### src/sv/epc_pkg.sv
`default_nettype none

package epc_pkg;

   // width of the shared compare-and-subtract unit
   localparam int unsigned UnitWidth   = 16;
   localparam int unsigned EpochWidth  = 32;
   localparam int unsigned RemWidth    = 6;
   localparam int unsigned DayWidth    = 16;
   localparam int unsigned YearWidth   = 8;
   localparam int unsigned MonthWidth  = 4;
   localparam int unsigned StepWidth   = 5;

   localparam logic [UnitWidth-1:0] SecsPerMin   = UnitWidth'(60);
   localparam logic [UnitWidth-1:0] MinsPerHour  = UnitWidth'(60);
   localparam logic [UnitWidth-1:0] HoursPerDay  = UnitWidth'(24);
   localparam logic [UnitWidth-1:0] DaysPerWeek  = UnitWidth'(7);
   localparam logic [UnitWidth-1:0] DaysLeapYear = UnitWidth'(366);
   localparam logic [UnitWidth-1:0] DaysYear     = UnitWidth'(365);

   // 1970-01-01 was a thursday
   localparam logic [DayWidth-1:0] WeekDayBias = DayWidth'(4);

   // year walk stops here whatever is left
   localparam logic [YearWidth-1:0] MaxYearSteps = YearWidth'(137);
   // 2100, the one century year in range that is not leap
   localparam logic [YearWidth-1:0] Year2100     = YearWidth'(130);
   localparam logic [MonthWidth-1:0] LastMonth   = MonthWidth'(11);

   typedef struct packed {
      logic                 ge;
      logic [UnitWidth-1:0] diff;
   } csub_result_type;

   // year offset from 1970: 1970 + off divisible by 4 when off mod 4 is 2
   function automatic logic is_leap(input logic [YearWidth-1:0] off);
      is_leap = (off[1:0] == 2'd2) && (off != Year2100);
   endfunction

   function automatic logic [4:0] month_len(input logic [MonthWidth-1:0] month,
                                            input logic leap);
      case (month)
         4'd0, 4'd2, 4'd4, 4'd6, 4'd7, 4'd9, 4'd11: month_len = 5'd31;
         4'd1:                                    month_len = leap ? 5'd29 : 5'd28;
         default:                                 month_len = 5'd30;
      endcase
   endfunction

endpackage

`default_nettype wire

### src/sv/epc_csub.sv
`default_nettype none

module epc_csub (
   input  wire logic [epc_pkg::UnitWidth-1:0] a,
   input  wire logic [epc_pkg::UnitWidth-1:0] b,
   output epc_pkg::csub_result_type           result
);
   import epc_pkg::*;

   logic [UnitWidth:0] wide_diff;

   assign wide_diff   = {1'b0, a} - {1'b0, b};
   assign result.ge   = ~wide_diff[UnitWidth];
   assign result.diff = wide_diff[UnitWidth-1:0];

endmodule

`default_nettype wire

### src/sv/epoch_to_calendar_core.sv
`default_nettype none

// epoch_to_calendar_core: unix seconds to broken-down gregorian time
//
// input channel req_*: one word holds a 32-bit count of seconds since
// 1970-01-01 00:00:00. the core takes a word only when idle; req_stall is
// high for the whole conversion.
// result channel rsp_*: one word per input word with second, minute, hour,
// weekday (1 is sunday), year minus 1970, month (1..12) and day (1..31).
//
// the three divisions by 60, 60 and 24 and the mod 7 for the weekday run
// one quotient bit per cycle, then the year walk takes one year per cycle
// and the month walk one month per cycle, all through a single shared
// compare-and-subtract unit. one word is in work at a time.
//
// the finished word sits in an output register, so a new word is accepted
// while rsp_stall holds the previous result; if the next result finishes
// before that one is taken, the core waits. reset clears the sequencer and
// rsp_valid.

module epoch_to_calendar_core (
   input  wire logic        clock,
   input  wire logic        reset,
   input  wire logic        req_valid,
   output logic             req_stall,
   input  wire logic [31:0] req_epoch_seconds,
   output logic             rsp_valid,
   input  wire logic        rsp_stall,
   output logic [5:0]       rsp_second_of_minute,
   output logic [5:0]       rsp_minute_of_hour,
   output logic [4:0]       rsp_hour_of_day,
   output logic [2:0]       rsp_week_day,
   output logic [7:0]       rsp_year_offset,
   output logic [3:0]       rsp_month_number,
   output logic [4:0]       rsp_month_day
);
   import epc_pkg::*;

   typedef enum logic [2:0] {
      IDLE,
      DIV_SEC,
      DIV_MIN,
      DIV_HOUR,
      WDAY,
      YEAR_WALK,
      MONTH_WALK,
      FINISH
   } state_type;

   state_type               state_ff, state_in;
   logic [StepWidth-1:0]    step_ff, step_in;     // division bits left, minus one
   logic [EpochWidth-1:0]   q_ff, q_in;           // dividend in, quotient out
   logic [RemWidth-1:0]     rem_ff, rem_in;
   logic [RemWidth-1:0]     sec_ff, sec_in;
   logic [RemWidth-1:0]     min_ff, min_in;
   logic [4:0]              hour_ff, hour_in;
   logic [2:0]              wday_ff, wday_in;
   logic [DayWidth-1:0]     day_ff, day_in;       // days left to walk
   logic [YearWidth-1:0]    year_ff, year_in;
   logic [MonthWidth-1:0]   month_ff, month_in;

   logic                    rsp_valid_ff, rsp_valid_in;
   logic [5:0]              rsp_sec_ff, rsp_sec_in;
   logic [5:0]              rsp_min_ff, rsp_min_in;
   logic [4:0]              rsp_hour_ff, rsp_hour_in;
   logic [2:0]              rsp_wday_ff, rsp_wday_in;
   logic [7:0]              rsp_year_ff, rsp_year_in;
   logic [3:0]              rsp_month_ff, rsp_month_in;
   logic [4:0]              rsp_mday_ff, rsp_mday_in;

   // shared unit operands
   logic [UnitWidth-1:0]    unit_a;
   logic [UnitWidth-1:0]    unit_b;
   csub_result_type         unit_res;
   logic                    leap;
   logic                    div_state;
   logic [RemWidth-1:0]     div_rem;

   epc_csub u_csub (
      .a      (unit_a),
      .b      (unit_b),
      .result (unit_res)
   );

   assign leap      = is_leap(year_ff);
   assign div_state = (state_ff == DIV_SEC) || (state_ff == DIV_MIN) ||
                      (state_ff == DIV_HOUR) || (state_ff == WDAY);
   // remainder after this restoring step
   assign div_rem   = unit_res.ge ? unit_res.diff[RemWidth-1:0] : unit_a[RemWidth-1:0];

   // operand select for the shared unit
   always_comb begin
      unit_a = '0;
      unit_b = '0;
      unique case (state_ff)
         DIV_SEC: begin
            unit_a = {{(UnitWidth-RemWidth-1){1'b0}}, rem_ff, q_ff[EpochWidth-1]};
            unit_b = SecsPerMin;
         end
         DIV_MIN: begin
            unit_a = {{(UnitWidth-RemWidth-1){1'b0}}, rem_ff, q_ff[EpochWidth-1]};
            unit_b = MinsPerHour;
         end
         DIV_HOUR: begin
            unit_a = {{(UnitWidth-RemWidth-1){1'b0}}, rem_ff, q_ff[EpochWidth-1]};
            unit_b = HoursPerDay;
         end
         WDAY: begin
            unit_a = {{(UnitWidth-RemWidth-1){1'b0}}, rem_ff, q_ff[EpochWidth-1]};
            unit_b = DaysPerWeek;
         end
         YEAR_WALK: begin
            unit_a = day_ff;
            unit_b = leap ? DaysLeapYear : DaysYear;
         end
         MONTH_WALK: begin
            unit_a = day_ff;
            unit_b = {{(UnitWidth-5){1'b0}}, month_len(month_ff, leap)};
         end
         default: begin
            unit_a = '0;
            unit_b = '0;
         end
      endcase
   end

   // sequencer
   always_comb begin
      state_in     = state_ff;
      step_in      = step_ff;
      q_in         = q_ff;
      rem_in       = rem_ff;
      sec_in       = sec_ff;
      min_in       = min_ff;
      hour_in      = hour_ff;
      wday_in      = wday_ff;
      day_in       = day_ff;
      year_in      = year_ff;
      month_in     = month_ff;

      // result register empties when taken
      rsp_valid_in = rsp_valid_ff && rsp_stall;
      rsp_sec_in   = rsp_sec_ff;
      rsp_min_in   = rsp_min_ff;
      rsp_hour_in  = rsp_hour_ff;
      rsp_wday_in  = rsp_wday_ff;
      rsp_year_in  = rsp_year_ff;
      rsp_month_in = rsp_month_ff;
      rsp_mday_in  = rsp_mday_ff;

      // one restoring division step, shared by all division states
      if (div_state) begin
         q_in   = {q_ff[EpochWidth-2:0], unit_res.ge};
         rem_in = div_rem;
         step_in = step_ff - StepWidth'(1);
      end

      unique case (state_ff)
         IDLE: begin
            if (req_valid) begin
               q_in     = req_epoch_seconds;
               rem_in   = '0;
               step_in  = StepWidth'(31);
               state_in = DIV_SEC;
            end
         end
         DIV_SEC: begin
            if (step_ff == '0) begin
               // quotient below 2^27, align it to the top
               sec_in   = div_rem;
               q_in     = {q_ff[25:0], unit_res.ge, 5'b0};
               rem_in   = '0;
               step_in  = StepWidth'(26);
               state_in = DIV_MIN;
            end
         end
         DIV_MIN: begin
            if (step_ff == '0) begin
               // quotient below 2^21
               min_in   = div_rem;
               q_in     = {q_ff[19:0], unit_res.ge, 11'b0};
               rem_in   = '0;
               step_in  = StepWidth'(20);
               state_in = DIV_HOUR;
            end
         end
         DIV_HOUR: begin
            if (step_ff == '0) begin
               // day count fits 16 bits; bias it for the weekday
               hour_in  = div_rem[4:0];
               day_in   = {q_ff[14:0], unit_res.ge};
               q_in     = {{q_ff[14:0], unit_res.ge} + WeekDayBias, 16'b0};
               rem_in   = '0;
               step_in  = StepWidth'(15);
               state_in = WDAY;
            end
         end
         WDAY: begin
            if (step_ff == '0) begin
               wday_in  = div_rem[2:0] + 3'd1;
               year_in  = '0;
               state_in = YEAR_WALK;
            end
         end
         YEAR_WALK: begin
            if ((year_ff == MaxYearSteps) || !unit_res.ge) begin
               month_in = '0;
               state_in = MONTH_WALK;
            end else begin
               day_in  = unit_res.diff;
               year_in = year_ff + YearWidth'(1);
            end
         end
         MONTH_WALK: begin
            if ((month_ff == LastMonth) || !unit_res.ge) begin
               state_in = FINISH;
            end else begin
               day_in   = unit_res.diff;
               month_in = month_ff + MonthWidth'(1);
            end
         end
         FINISH: begin
            if (!rsp_valid_ff || !rsp_stall) begin
               rsp_valid_in = 1'b1;
               rsp_sec_in   = sec_ff;
               rsp_min_in   = min_ff;
               rsp_hour_in  = hour_ff;
               rsp_wday_in  = wday_ff;
               rsp_year_in  = year_ff;
               rsp_month_in = month_ff + MonthWidth'(1);
               rsp_mday_in  = day_ff[4:0] + 5'd1;
               state_in     = IDLE;
            end
         end
         default: begin
            state_in = IDLE;
         end
      endcase
   end

   always_ff @(posedge clock) begin
      if (reset) begin
         state_ff     <= IDLE;
         rsp_valid_ff <= 1'b0;
      end else begin
         state_ff     <= state_in;
         rsp_valid_ff <= rsp_valid_in;
      end
      step_ff      <= step_in;
      q_ff         <= q_in;
      rem_ff       <= rem_in;
      sec_ff       <= sec_in;
      min_ff       <= min_in;
      hour_ff      <= hour_in;
      wday_ff      <= wday_in;
      day_ff       <= day_in;
      year_ff      <= year_in;
      month_ff     <= month_in;
      rsp_sec_ff   <= rsp_sec_in;
      rsp_min_ff   <= rsp_min_in;
      rsp_hour_ff  <= rsp_hour_in;
      rsp_wday_ff  <= rsp_wday_in;
      rsp_year_ff  <= rsp_year_in;
      rsp_month_ff <= rsp_month_in;
      rsp_mday_ff  <= rsp_mday_in;
   end

   // ports
   assign req_stall            = (state_ff != IDLE);
   assign rsp_valid            = rsp_valid_ff;
   assign rsp_second_of_minute = rsp_sec_ff;
   assign rsp_minute_of_hour   = rsp_min_ff;
   assign rsp_hour_of_day      = rsp_hour_ff;
   assign rsp_week_day         = rsp_wday_ff;
   assign rsp_year_offset      = rsp_year_ff;
   assign rsp_month_number     = rsp_month_ff;
   assign rsp_month_day        = rsp_mday_ff;

endmodule

`default_nettype wire

### config.mk
export PLATFORM = sky130hd
export DESIGN_NAME = epoch_to_calendar_core
export DESIGN_NICKNAME = d
export VERILOG_FILES = /design/src/sv/epc_pkg.sv /design/src/sv/epc_csub.sv /design/src/sv/epoch_to_calendar_core.sv
export SDC_FILE = /design/constraint.sdc
export NUM_CORES = 1
export LEC_CHECK = 0
export ABC_CLOCK_PERIOD_IN_PS = 8600
export BUFFER_PORTS_ARGS = -buffer_cell sky130_fd_sc_hd__clkbuf_2
export CORE_MARGIN = 10
export CORE_UTILIZATION = 45
export DETAILED_ROUTE_END_ITERATION = 16
export HOLD_SLACK_MARGIN = 0.08
export PLACE_DENSITY_LB_ADDON = 0.15
export SETUP_SLACK_MARGIN = 0.05
export SYNTH_ARGS = -nofsm -noshare
export SYNTH_HDL_FRONTEND = slang
export SYNTH_SLANG_ARGS = --single-unit
### constraint.sdc
create_clock -name clock -period 8.6 [get_ports clock]
set_input_delay 0.86 -clock clock [delete_from_list [all_inputs] [get_ports clock]]
set_output_delay 0.86 -clock clock [all_outputs]
set_load 0.01 [all_outputs]
# Word-level counts from Yosys, hierarchy flattened
# Cells that the tools add are included.
# totals
ff_bits	132
input_bits	36
out_inout_bits	39
word_cells	128
# op_classes
addsub	7
n_eq_ne	27
muxes	43
n_bitwise	1
reduce_logical	31
# ops
op	n
$mux W32	5
$pmux W32 S4	1
$mux W16	3
$pmux W16 S3	1
$pmux W9 S5	1
$pmux W16 S2	1
$mux W5	5
$mux W3	8
$mux W6	4
$pmux W3 S8	1
$pmux W5 S4	1
$sub A16 B9 Y17	1
$add A16 B3 Y16 const B	1
$mux W8	2
$pmux W8 S2	1
$eq A3 B3 Y1 const B	4
$eq A4 B3 Y1 const B	3
$ne A2 B2 Y1 const B	6
$pmux W6 S2	1
$reduce_and A2 Y1	5
$add A8 B1 Y8 const B	1
$eq A4 B4 Y1 const B	2
$eq A8 B8 Y1 const B	1
$mux W4	2
other kinds (31)	48

# Depth between registers and ports, before layout
# depth
depth_word	10
depth_mapped	19
ltp_nobuf	18

# Hierarchy
# Synthesis repeated with hierarchy kept, for this count alone.
# unflattened
cells_unflattened	859
hier_area_um2	7890.1
# modules_own_cells
module	n_inst	cells_each	area_per_inst_um2	seq_area_each_um2
epoch_to_calendar_core	1	732	7033.0	3493.4
epc_csub	1	127	857.1	0.0

# Least setup slack after synthesis
# OpenSTA, ideal clock, no wires.
# synth_path
path_kind	reg2reg
startpoint	register month_ff[0]
endpoint	register day_ff[0], enable pin
setup_ns	0.394
arrival_ns	3.846
required_time_ns	8.206
setup_slack_ns	4.360
stages_incl_launch_ff	16
synth_period_minus_slack_ns	4.240
path_cell_list	edfxtp_1 > ha_1 > a211o_1 > o21ai_0 > o21ai_0 > o2bb2ai_1 > and2_1 > ha_1 > fa_1 > nor2b_1 > o31ai_1 > and4_4 > o21ai_2 > buf_6 > a21oi_1 > a21oi_1
# synth_between
elab_chain_len	8
word_cells_on_any_way	17
# synth_lines
element	line_no	text
from (decl)	epoch_to_calendar_core.sv:60	logic [MonthWidth-1:0] month_ff, month_in;
from (signal assigned)	epoch_to_calendar_core.sv:258	month_ff <= month_in;
$eq A4 B4 Y1 (tied with other cells)	epc_pkg.sv:42, epoch_to_calendar_core.sv:215	
$reduce_or A7 Y1	epc_pkg.sv:42	case (month)
$pmux W2 S2	epc_pkg.sv:42	
$pmux W9 S5	epoch_to_calendar_core.sv:95	unique case (state_ff)
$sub A16 B9 Y17	epc_csub.sv:12	assign wide_diff = {1'b0, a} - {1'b0, b};
$logic_or A1 B1 Y1 (on tied branches)	epoch_to_calendar_core.sv:215, epoch_to_calendar_core.sv:206	
$ne A2 B2 Y1 (no source line)	-	
$reduce_and A4 Y1 (no source line) (*)	-	
to (signal assigned)	epoch_to_calendar_core.sv:256	day_ff <= day_in;
to (decl)	epoch_to_calendar_core.sv:58	logic [DayWidth-1:0] day_ff, day_in;
# Mark *: on every way between the ends. The rest lies on a longest branch, timed or not.
# A chain may end at the register's enable or synchronous reset.

# Final worst setup path
# layout_path
startpoint	register state_ff[0]
endpoint	register day_ff[9], enable pin
# layout_between
elab_chain_len	7
word_cells_on_any_way	19
# layout_lines
element	line_no	text
from (decl)	epoch_to_calendar_core.sv:50	state_type state_ff, state_in;
from (signal assigned)	epoch_to_calendar_core.sv:246	state_ff <= state_in;
$eq A3 B1 Y1 (tied with other cells)	epoch_to_calendar_core.sv:95	
$reduce_or A4 Y1 (no source line) / $reduce_or A2 Y1 (equally long branches)	-	
$pmux W16 S2 / $pmux W9 S5 (equally long branches)	epoch_to_calendar_core.sv:95	
$sub A16 B9 Y17	epc_csub.sv:12	
$logic_or A1 B1 Y1 (on tied branches)	epoch_to_calendar_core.sv:215, epoch_to_calendar_core.sv:206	
$ne A2 B2 Y1 (no source line)	-	
$reduce_and A4 Y1 (no source line) (*)	-	
# Marks and branches as above.

==> impl_metrics.json <==
{
  "yosysWarnings": 0,
  "final_common_cell": "nand2_1",
  "maxSlewViolCount": 0,
  "routed_wl_um": 22200,
  "maxCapViolCount": 0,
  "postCtsSetupBuffers": 0,
  "critPathCaptureType": "register",
  "syn_to_final_growth_pct": 14.0,
  "grt-ovfl-total": 0,
  "setup.worst_path.start_class": "register",
  "drt-pass1-iter-count": 5,
  "grt_start_max_net_pins": 58,
  "postPlaceCellArea_mm2": 0.00815,
  "worst_pin_slew_ps": 1210,
  "cts_sinks": 132,
  "cp-endpoint": "day_ff[9]$_DFFE_PP_",
  "core_area_mm2": 0.0166,
  "synthFlopType": "edfxtp_1",
  "pin_count": 75,
  "synth.distinct_cells": 73,
  "skew_ps": 10.6,
  "first_global_vias": 6433,
  "setup_tns_ps": 0,
  "leakage_uw": 0.00341,
  "syn_inst": 833,
  "drive_gt1_share_pct": 15.2,
  "vias": 6584,
  "clkPwrFrac_pct": 39.0,
  "final_area_mm2": 0.00876,
  "power_per_cell_area_mw_per_mm2": 219,
  "cts_tree": "done",
  "ctsResizeCount": 0,
  "vias_per_cell": 5.93,
  "wl_per_cell_um": 20.0,
  "fin_crit_ps": 5270,
  "portBuffers": 74,
  "p_comb_share_pct": 18.9,
  "drt_iter0_markers": 710,
  "hold_path.class": "register to register",
  "finalSetupViolCount": 0,
  "cts_root_buf": "clkbuf_16",
  "gp_congestion": 0.948,
  "critPathMaxFanout": 39,
  "die_w_um": 151,
  "synth_nets": 889,
  "r2r_end": "day_ff[9]$_DFFE_PP_",
  "arrival_ps": 5380,
  "grtUsageTotal_pct": 19.7,
  "synth_seq_cells": 132,
  "relSlewSlack_pct": 18.8,
  "swShare_pct": 30.1,
  "peakVddDrop_uv": 147,
  "place_hpwl_um": 15400,
  "ff2ff_path_depth": 15,
  "hold_buffers": 0,
  "die_h_um": 151,
  "htreeDepth": 4,
  "r2r_start": "state_ff[0]$_SDFFE_PP0P_",
  "hold_violations": 0,
  "clock_latency_ps": 430,
  "syn_area_mm2": 0.00768,
  "p_int_uw": 1340,
  "die-area_mm2": 0.0227,
  "clkTransAtPathRegs_ps": 60,
  "final_util_pct": 52.6,
  "rsz0062_at_grt": "false",
  "crit_type": "register to register",
  "tritoncts.num_buffers": 17,
  "fp-row-count": 47,
  "crit_start": "state_ff[0]$_SDFFE_PP0P_",
  "cp.required_ps": 8710,
  "layout_common_cells": "nand2_1, o21ai_0, edfxtp_1",
  "grt_first_pass_wirelength_um": 35200,
  "clock.fmax_mhz": 190,
  "status": "finished clean",
  "finalCritPeriodShare_pct": 61.3,
  "seqPwrFrac_pct": 42.1,
  "ant_nets": 0,
  "antenna_found_initial": 0,
  "final_nets": 934,
  "r2r_slack_ps": 3330,
  "synth.yosys.seq_area_share_pct": 45.5,
  "power_switching_uw": 578,
  "diodes": 0,
  "async_reset_ff_share_pct": 0,
  "synth_area_per_cell_um2": 9.22,
  "synth_edf_count": 85,
  "total_power_uw": 1920,
  "clock_tree.buffer_depth": 2,
  "initial_core_util_pct": 46.2,
  "drcViolationCount": 0
}
==> area by class of cell <==
| class | instances | area, µm² |
|---|---|---|
| Fill cell | 1542 | 7890 |
| Multi-Input combinational cell | 606 | 3790 |
| Sequential cell | 132 | 3490 |
| Timing Repair Buffer | 86 | 460 |
| Clock buffer | 18 | 429 |
| Tap cell | 220 | 275 |
| Clock inverter | 14 | 178 |
| Inverter | 35 | 131 |
==> power groups by stage <==
| stage | sequential [µW] | clock, µW | combinational (µW) |
|---|---|---|---|
| final | 808 | 748 | 362 |
| after detailed placement | 818 | 0 | 354 |
| after global routing | 813 | 786 | 402 |
| after CTS | 805 | 760 | 356 |
| after global placement | 816 | 0 | 345 |
| after floorplan | 773 | 0 | 295 |
==> worst max-delay path, cell delays in order, from the launching register on <==
cell	delay, ps
dfxtp_1	310
buf_4	330
or2_1	720
nor2_4	50
inv_2	240
and2_1	400
buf_4	520
a22o_1	260
ha_1	270
o211a_1	170
o31ai_1	100
and4_4	220
o21ai_2	660
nand2_1	200
a21oi_1	190
buf_4	280
==> cell usage after synthesis, drive strengths merged (4+ instances only) <==
master	number	area [µm²]
nand4	7	43.8
a21oi	40	204
clkbuf	35	131
a22o	8	70.1
a22oi	18	135
xor2	17	156
o31ai	5	37.5
dfxtp	47	941
buf	25	158
inv	35	131
nor3	19	100
and3	8	50.1
nor2	72	278
a31oi	13	81.3
nor2b	6	37.5
a21o	6	45.0
o22ai	9	56.3
o221ai	10	87.6
mux2i	32	333
nand2	110	413
ha	19	238
o211ai	7	52.6
and2	6	37.5
o21ai	89	449
nand3	24	120
o21a	9	67.6
xnor2	17	149
edfxtp	85	2550
a21boi	4	30.0
==> sequential cells by signal (all words and copies together), names as in the netlist <==
name	cells
rem_ff	6
year_ff	8
rsp_valid	1
rsp_second_of_minute	6
min_ff	6
wday_ff	3
sec_ff	6
q_ff	32
rsp_week_day	3
rsp_year_offset	8
rsp_minute_of_hour	6
state_ff	3
rsp_month_day	5
day_ff	16
hour_ff	5
step_ff	5
month_ff	4
rsp_month_number	4
rsp_hour_of_day	5
==> per-layer routing <==
metal	track usage (%)	wire length [µm]	up-vias
met3	4.41	1480	29
met1	25.7	9750	3145
met2	31.6	10500	273
li1	-	-	3137
met4	6.59	425	0
met5	0	0	-
==> metrics by stage <==
step / cells / setup slack, ps / hold WS (ps)
final: 1111 / 3330 / 416
after global routing: 1111 / 2990 / 419
after CTS: 1111 / 3420 / 418
after detailed placement: 1079 / 3470 / 405
after global placement: 1079 / 3580 / 405
after floorplan: 833 / 4360 / 400
==> worst min-delay path by stage <==
stage                          from                         endpoint  slack [ps]  cells past startpoint
6_report        min_ff[2]$_DFFE_PP_  rsp_minute_of_hour[2]$_DFFE_PP_         420                      0
5_1_grt         min_ff[2]$_DFFE_PP_  rsp_minute_of_hour[2]$_DFFE_PP_         420                      0
4_1_cts        hour_ff[2]$_DFFE_PP_     rsp_hour_of_day[2]$_DFFE_PP_         420                      0
3_5_place_dp   hour_ff[2]$_DFFE_PP_     rsp_hour_of_day[2]$_DFFE_PP_         400                      0
3_3_place_gp   hour_ff[3]$_DFFE_PP_     rsp_hour_of_day[3]$_DFFE_PP_         410                      0
2_1_floorplan  hour_ff[0]$_DFFE_PP_     rsp_hour_of_day[0]$_DFFE_PP_         400                      0
==> cells by family (layout without fill, tap and decap cells) <==
| logic type | Yosys count | after routing | synth area share (%) |
|---|---|---|---|
| simple gates | 267 | 267 | 15.7 |
| compound gates | 250 | 250 | 21.3 |
| flops | 132 | 132 | 45.5 |
| buf+inv | 95 | 153 | 5.47 |
| mux | 35 | 35 | 4.77 |
| xor+xnor | 34 | 34 | 3.97 |
| fa+ha+maj | 20 | 20 | 3.36 |
(Power assumes the default switching activity.)
